## config.mk

```make
export PLATFORM = sky130hd
export DESIGN_NAME = sntq_ctrl
export DESIGN_NICKNAME = d
export VERILOG_FILES = /design/src/sntq_pkg.sv /design/src/sntq_ctrl.sv
export SDC_FILE = /design/constraint.sdc
export NUM_CORES = 1
export LEC_CHECK = 0
export ABC_AREA = 1
export BUFFER_PORTS_ARGS = -buffer_cell sky130_fd_sc_hd__buf_2
export CAP_MARGIN = 20
export CELL_PAD_IN_SITES_DETAIL_PLACEMENT = 0
export CELL_PAD_IN_SITES_GLOBAL_PLACEMENT = 1
export CORE_MARGIN = 2
export CORE_UTILIZATION = 32
export CTS_CLUSTER_DIAMETER = 60
export CTS_CLUSTER_SIZE = 20
export DETAILED_ROUTE_END_ITERATION = 10
export GPL_TIMING_DRIVEN = 0
export PLACE_DENSITY = 0.73
export SLEW_MARGIN = 20
export SYNTH_ARGS = -nofsm -noshare
export SYNTH_HDL_FRONTEND = slang
export SYNTH_SLANG_ARGS = --single-unit
```

## constraint.sdc

```tcl
create_clock -name clk -period 1.4 [get_ports clk]
set_input_delay 0.28 -clock clk [delete_from_list [all_inputs] [get_ports clk]]
set_output_delay 0.28 -clock clk [all_outputs]
set_load 0.03 [all_outputs]
```

## src/sntq_pkg.sv

```systemverilog
// Shared types and constants for the sorted note timeout queue.
package sntq_pkg;

  localparam int ENTRIES_DEF  = 32;
  localparam int SECTIONS_DEF = 16;
  localparam logic [5:0] NIL  = 6'd63;

  typedef enum logic [2:0] {
    OP_ALLOC    = 3'd0,
    OP_SET_BASE = 3'd1,
    OP_SET_TIME = 3'd2,
    OP_EXPIRE   = 3'd3,
    OP_KEY_OFF  = 3'd4,
    OP_FREE     = 3'd5,
    OP_RESET    = 3'd6,
    OP_NOP      = 3'd7
  } op_t;

  typedef enum logic [1:0] {
    KIND_ALLOC = 2'd0,
    KIND_EMPTY = 2'd1,
    KIND_KOFF  = 2'd2,
    KIND_DONE  = 2'd3
  } kind_t;

  typedef enum logic [1:0] {
    TAG_ACT0 = 2'd0,
    TAG_ACT1 = 2'd1,
    TAG_COMP = 2'd2,
    TAG_FREE = 2'd3
  } tag_t;

  typedef struct packed {
    logic [2:0]         op;
    logic signed [31:0] trigger_time;
    logic [3:0]         section;
    logic               time_base;
    logic signed [31:0] time_value;
    logic [31:0]        note_id;
    logic [5:0]         entry_index;
  } in_t;

  typedef struct packed {
    logic [1:0]  kind;
    logic [5:0]  entry;
    logic [31:0] key_id;
    logic        pending;
    logic        last;
  } out_t;

  typedef enum logic [4:0] {
    CMD_NONE,
    CMD_LOAD,
    CMD_A_TAKE,
    CMD_A_UNLINK,
    CMD_A_READ,
    CMD_A_STEP,
    CMD_A_LINK1,
    CMD_A_LINK2,
    CMD_X_READ,
    CMD_X_MOVE1,
    CMD_X_MOVE2,
    CMD_X_MOVE3,
    CMD_LI_NEXT,
    CMD_SET_BASE,
    CMD_SET_TIME,
    CMD_F_READ,
    CMD_F_UNLINK,
    CMD_F_PUSH,
    CMD_F_DONE,
    CMD_R_START,
    CMD_R_READ,
    CMD_R_STEP,
    CMD_R_LINK,
    CMD_EMIT_ALLOC,
    CMD_EMIT_EMPTY,
    CMD_EMIT_KOFF,
    CMD_EMIT_DONE
  } cmd_t;

  typedef struct packed {
    op_t        op;
    logic       head_nil;
    logic       free_nil;
    logic       cur_nil;
    logic       next_nil;
    logic       due_gt;
    logic       free_ok;
    logic [1:0] li;
    logic       slot_free;
  } status_t;

  typedef enum logic [4:0] {
    S_IDLE, S_DISP,
    S_A0, S_A1, S_AW, S_AC, S_AL1, S_AL2, S_AE, S_EMPTY,
    S_X0, S_X1, S_X2, S_X3, S_XE, S_XN,
    S_SB, S_ST,
    S_F0, S_F1, S_F2, S_F3,
    S_R0, S_R1, S_R2, S_R3, S_RN,
    S_DONE
  } state_t;

endpackage

```

## src/sntq_ctrl.sv

```systemverilog
// Controller state machine sequencing the list operations.
module sntq_ctrl (
  input  logic             clk,
  input  logic             rst_n,
  input  logic             in_valid,
  output logic             in_stall,
  input  sntq_pkg::status_t st,
  output sntq_pkg::cmd_t   cmd
);
  import sntq_pkg::*;

  state_t state_r, state_nxt;

  always_ff @(posedge clk) begin
    if (!rst_n) state_r <= S_IDLE;
    else        state_r <= state_nxt;
  end

  always_comb begin
    state_nxt = state_r;
    cmd       = CMD_NONE;
    in_stall  = (state_r != S_IDLE);
    unique case (state_r)
      S_IDLE: begin
        if (in_valid) begin
          cmd       = CMD_LOAD;
          state_nxt = S_DISP;
        end
      end
      S_DISP: begin
        unique case (st.op)
          OP_ALLOC:    state_nxt = S_A0;
          OP_SET_BASE: state_nxt = S_SB;
          OP_SET_TIME: state_nxt = S_ST;
          OP_EXPIRE,
          OP_KEY_OFF:  state_nxt = S_X0;
          OP_FREE:     state_nxt = S_F0;
          OP_RESET:    state_nxt = S_R0;
          default:     state_nxt = S_DONE;
        endcase
      end
      S_A0: begin
        if (st.free_nil) state_nxt = S_EMPTY;
        else begin
          cmd       = CMD_A_TAKE;
          state_nxt = S_A1;
        end
      end
      S_A1: begin
        cmd       = CMD_A_UNLINK;
        state_nxt = S_AW;
      end
      S_AW: begin
        if (st.cur_nil) state_nxt = S_AL1;
        else begin
          cmd       = CMD_A_READ;
          state_nxt = S_AC;
        end
      end
      S_AC: begin
        if (st.due_gt) state_nxt = S_AL1;
        else begin
          cmd       = CMD_A_STEP;
          state_nxt = S_AW;
        end
      end
      S_AL1: begin
        cmd       = CMD_A_LINK1;
        state_nxt = S_AL2;
      end
      S_AL2: begin
        cmd       = CMD_A_LINK2;
        state_nxt = S_AE;
      end
      S_AE: begin
        if (st.slot_free) begin
          cmd       = CMD_EMIT_ALLOC;
          state_nxt = S_IDLE;
        end
      end
      S_EMPTY: begin
        if (st.slot_free) begin
          cmd       = CMD_EMIT_EMPTY;
          state_nxt = S_IDLE;
        end
      end
      S_X0: begin
        if (st.head_nil) state_nxt = S_XN;
        else begin
          cmd       = CMD_X_READ;
          state_nxt = S_X1;
        end
      end
      S_X1: begin
        if (st.op == OP_EXPIRE && st.due_gt) state_nxt = S_XN;
        else begin
          cmd       = CMD_X_MOVE1;
          state_nxt = S_X2;
        end
      end
      S_X2: begin
        cmd       = CMD_X_MOVE2;
        state_nxt = S_X3;
      end
      S_X3: begin
        cmd       = CMD_X_MOVE3;
        state_nxt = S_XE;
      end
      S_XE: begin
        if (st.slot_free) begin
          cmd       = CMD_EMIT_KOFF;
          state_nxt = S_X0;
        end
      end
      S_XN: begin
        if (st.li == 2'd1) state_nxt = S_DONE;
        else begin
          cmd       = CMD_LI_NEXT;
          state_nxt = S_X0;
        end
      end
      S_SB: begin
        cmd       = CMD_SET_BASE;
        state_nxt = S_DONE;
      end
      S_ST: begin
        cmd       = CMD_SET_TIME;
        state_nxt = S_DONE;
      end
      S_F0: begin
        if (!st.free_ok) state_nxt = S_DONE;
        else begin
          cmd       = CMD_F_READ;
          state_nxt = S_F1;
        end
      end
      S_F1: begin
        cmd       = CMD_F_UNLINK;
        state_nxt = S_F2;
      end
      S_F2: begin
        cmd       = CMD_F_PUSH;
        state_nxt = S_F3;
      end
      S_F3: begin
        cmd       = CMD_F_DONE;
        state_nxt = S_DONE;
      end
      S_R0: begin
        if (st.head_nil) state_nxt = S_RN;
        else begin
          cmd       = CMD_R_START;
          state_nxt = S_R1;
        end
      end
      S_R1: begin
        cmd       = CMD_R_READ;
        state_nxt = S_R2;
      end
      S_R2: begin
        if (st.next_nil) state_nxt = S_R3;
        else begin
          cmd       = CMD_R_STEP;
          state_nxt = S_R1;
        end
      end
      S_R3: begin
        cmd       = CMD_R_LINK;
        state_nxt = S_RN;
      end
      S_RN: begin
        if (st.li == 2'd2) state_nxt = S_DONE;
        else begin
          cmd       = CMD_LI_NEXT;
          state_nxt = S_R0;
        end
      end
      S_DONE: begin
        if (st.slot_free) begin
          cmd       = CMD_EMIT_DONE;
          state_nxt = S_IDLE;
        end
      end
      default: state_nxt = S_IDLE;
    endcase
  end

endmodule

```

* Word-level counts from Yosys, hierarchy flattened
Cells that the tools add are included.
** Operators by class
- Equal/unequal tests :: 38
- Multiplexer cells :: 31
- Reductions and logical operators :: 8
** Operators with widths (number)
- $pmux 5 s27 :: 1
- $pmux 5 s24 :: 1
- $eq 5x5->1 const B :: 12
- $mux 5 :: 10
- $eq 5x4->1 const B :: 8
- $mux 4 :: 10
- $pmux 5 s6 :: 1
- $eq 5x3->1 const B :: 4
- $eq 5x2->1 const B :: 2
- $eq 3x3->1 const B :: 3
- $mux 3 :: 3
- $mux 2 :: 4
- $eq 3x2->1 const B :: 2
- $reduce_or 3->1 :: 2
- $eq 5x1->1 const B :: 1
- $logic_not 5->1 :: 1
- $reduce_bool 5->1 :: 1
- $ne 2x2->1 const B :: 2
- $eq 3x1->1 const B :: 1
- $logic_not 3->1 :: 1
- $reduce_and 3->1 :: 1
- $eq 2x1->1 const B :: 1
- $eq 2x2->1 const B :: 1
- $ne 2x1->1 const B :: 1
- 3 further kinds :: 3
** Storage, ports and cells
- Input port bits :: 15
- Output and inout port bits :: 6
- Flip-flop bits (word level) :: 5
- Logic and storage cells :: 78

* Longest topological paths before layout
- Depth in word-level cells :: 4
- Mapped depth :: 11
- Mapped depth without buffers :: 11

* Worst setup path before layout
No wires, ideal clock.
- Path kind :: flip-flop to output port
- From :: register state_r[3]
- To :: output port cmd[0]
- Arrival time :: 1.553 ns
- Setup slack :: -0.433 ns
- Stages on the path, launching flop included :: 7
- Path buffers :: 1
- Required time :: 1.120 ns
- Cell sequence :: dfxtp_1 -> clkbuf_2 -> nor2_2 -> nand3_1 -> o22ai_1 -> nor2_1 -> nand2_1
** Between the ends
- Cells in the longest elaborated chain, start to end :: 2
- Elaborated cells between the ends (all ways) :: 28
- Those cells by class :: eq/ne (26); mux (1); reduce/logical (1)
** Ends and longest elaborated chain
- from (decl) :: RTL line sntq_ctrl.sv:12 : state_t state_r, state_nxt;
- from (signal assigned) :: RTL line sntq_ctrl.sv:16 : else state_r <= state_nxt;
- $eq 5x5->1 (tied with other cells) :: RTL line sntq_ctrl.sv:23 : unique case (state_r)
- $pmux 5 s27 (*) :: RTL line sntq_ctrl.sv:23
- to (decl) :: RTL line sntq_ctrl.sv:8 : output sntq_pkg::cmd_t cmd
Every way passes the cells marked *; elsewhere a longest branch is shown, timed or not.

* Final worst setup path
- From :: register state_r[2]
- To :: output port cmd[0]
The elaborated chain is that of the path after synthesis.

==> metrics.txt <==
status=finished, violations left; violated checks=setup timing; final global-route overflow total=0; largest registers ranked by flip-flop count=state_r x5; via count of the first global-routing pass=1544; class of the worst hold path=input port to flop; clock buffers created by TritonCTS=3; hold_ws=0.2299 ns; routed wire length=4.767 mm; final standard cell area without fillers=1699 µm²; DRC=0; number of antenna violations at the first check in global routing=0; worst-path fanout max=5; ant diodes=0; IO Count=21; Register Area=112.6 µm²; minimum setup slack after placement=-0.4278 ns; setup clock skew after layout=0.0008428 ns; final critical-path share of the clock period=141.0%; quantity of I/O buffers inserted on ports=20; final estimated routing congestion in global placement=0.9208; data required time at the worst endpoint=1.12 ns; global-route wire length before repair=7.134 mm; placement-stage cell area=1225 µm²; post-synthesis cell area=1020 µm²; die footprint=3654 µm²; detailed-route vias per instance=5.899; Min Clock Period, post-route=1.975 ns; CTS tree=built; power per unit of standard cell area=2165 nW/µm²; Clock Pin Slew Worst Setup and Hold Paths=0.04 ns; element type at the critical path start=flop; Nets=260; dominant cell by count in the synthesized netlist=sky130_fd_sc_hd__nand2_1; global routing usage summed across all routing layers=26.24%; htree depth=1; pin count of the biggest net entering global routing=11; register with the most flip-flops=state_r; post-layout instance count excluding filler cells=288; drt wl/cell=16.55 µm; relative slew slack=77.53%; Largest register FFs=5; cell count after synthesis=201; final design utilization=55.66%; post-route antenna net violation count=0; syn nets=216; data arrival time of the worst path=1.69 ns; total setup violations reported at the end of the flow=11; peak clock frequency supported by timing=506.5 MHz; Area growth, synth to finish=66.63%; number of enable flip-flop cells after synthesis=0; Initial Utilization=33.40%; Filler cells=305; CTS root buffer=sky130_fd_sc_hd__clkbuf_4; LEAKAGE=0.8914 nW; leading post-synthesis cells by cell area=sky130_fd_sc_hd__nand2_1 (18%), sky130_fd_sc_hd__nand3_1 (15%), sky130_fd_sc_hd__nor2_1 (13%); fraction of registers with async set or reset after synthesis=0%; maximum resistive drop on vdd=704.7 µV; flop and latch count out of synthesis=5; post-synthesis sequential area ratio=9.816%; Setup CP Type=flop to output pin; logic depth of the worst register-to-register path=9; number of cells on the worst hold path=3; MaxCap Viol Count=0; total number of vias=1699; most used standard cells in the synthesized netlist=sky130_fd_sc_hd__nand2_1 (48), sky130_fd_sc_hd__nor2_1 (34), sky130_fd_sc_hd__nand3_1 (30); CTS Sinks=5; nature of the critical path endpoint=output pin; leading register cell type out of synthesis=sky130_fd_sc_hd__dfxtp_1; number of synthesis warnings=0; Clock Path Buffers=2; die span in x=60.45 µm; Die Y-Extent=60.45 µm; mean instance size in the synthesized netlist=5.073 µm²; cell accounting for the most synthesized area=sky130_fd_sc_hd__nand2_1; multi-input combinational cell area=1046 µm²; total instance count after detailed placement=265; count of TritonRoute iterations in the first routing pass=5; DP HPWL=3.040 mm; latest clock arrival within the worst-skew pair=0.24 ns; crit path setup slack, layout=-0.5745 ns; slew of the pin with the lowest slew margin=0.3345 ns; share of the synthesized area in the top cell type=17.67%; final-report max-slew violation count=0; number of core rows=20; core region area=3053 µm²; Cell variety after synth=30; unrepaired setup endpoints after global routing=true; fraction of final layout cells with drive strength greater than 1=46.72%; Final Hold Fails=0; First DRT Iteration DRCs=124
cells by family after synthesis:
group,Yosys count,share of synthesized area [%]
and+or+nand+nor,139,62.45
DFF,5,9.816
AOI/OAI and AO/OA,23,13.99
buffers and inverters,34,13.74
layout make-up:
class,instances,share of cell area [%]
tap,44,3.240
inverter,28,6.554
timing repair buffer,37,16.27
sequential,5,6.627
clock buffer,4,1.546
buffer,6,4.197
multi-input combinational,164,61.56
cell usage in the layout, fill, tap and decap left out, drive strengths merged:
cell | Yosys | layout
nor3b | 1 | 1
o221ai | 1 | 1
nand4 | 13 | 13
o2111a | 1 | 1
inv | 28 | 27
nor3 | 4 | 4
a41oi | 1 | 1
clkinvlp | 0 | 1
nand2 | 49 | 49
nand3 | 31 | 31
o21ai | 8 | 8
o2111ai | 1 | 1
a31oi | 1 | 1
a31o | 1 | 1
a21oi | 6 | 6
o21a | 1 | 1
clkbuf | 2 | 5
nor4 | 1 | 1
dfxtp | 5 | 5
o22ai | 2 | 2
or2 | 1 | 1
buf | 4 | 42
nor2 | 39 | 41
metrics by stage:
stage / TNS (ns) / total power [mW]
6_report: -3.958 / 3.678
4_1_cts: -3.179 / 3.238
3_3_place_gp: -3.027 / 2.345
3_5_place_dp: -2.650 / 2.314
5_1_grt: -4.562 / 3.889
2_1_floorplan: -0.5528 / 1.795
worst paths after layout:
path                                 from  slack (ns)                      end
setup reg to reg  state_r[2]$_SDFFE_PN0P_       -0.26  state_r[0]$_SDFFE_PN0P_
setup / recovery  state_r[2]$_SDFFE_PN0P_       -0.57                   cmd[0]
hold reg to reg   state_r[0]$_SDFFE_PN0P_        0.54  state_r[0]$_SDFFE_PN0P_
hold / removal                      rst_n        0.23  state_r[4]$_SDFFE_PN0P_
layer usage:
| metal | track usage, % | vias to the layer above | part of all wire [%] |
|---|---|---|---|
| met1 | 33.63 | 784 | 39 |
| met3 | 5.970 | 17 | 10 |
| li1 | - | 769 | - |
| met2 | 42.70 | 129 | 47 |
| met5 | 0 | - | 0 |
| met4 | 10.56 | 0 | 3.3 |
repair_timing:
action                                  CTS  global route
setup buffers                            11             6
gates resized for setup                  57            32
endpoints found under the setup margin   11            11
pin swaps                                18            13
hold buffers                              0             0
gates cloned                              1             1
worst max-delay path, cell delays in order (launching register included):
cell                      delay [ns]
sky130_fd_sc_hd__dfxtp_4        0.35
sky130_fd_sc_hd__buf_6          0.13
sky130_fd_sc_hd__nor2_4         0.21
sky130_fd_sc_hd__buf_6          0.14
sky130_fd_sc_hd__nand3_4        0.07
sky130_fd_sc_hd__o22ai_1        0.24
sky130_fd_sc_hd__nor2_1         0.08
sky130_fd_sc_hd__nand2_1        0.09
sky130_fd_sc_hd__buf_6          0.13
report_power, final:
group	switching [mW]	leakage [nW]	internal, mW	total [mW]
combinational	1.91	0.833	1.29	3.21
sequential	0.0782	0.0435	0.222	0.300
clock	0.0618	0.0150	0.108	0.170
total	2.05	0.891	1.62	3.68
Power figures use the tool's default switching activity.
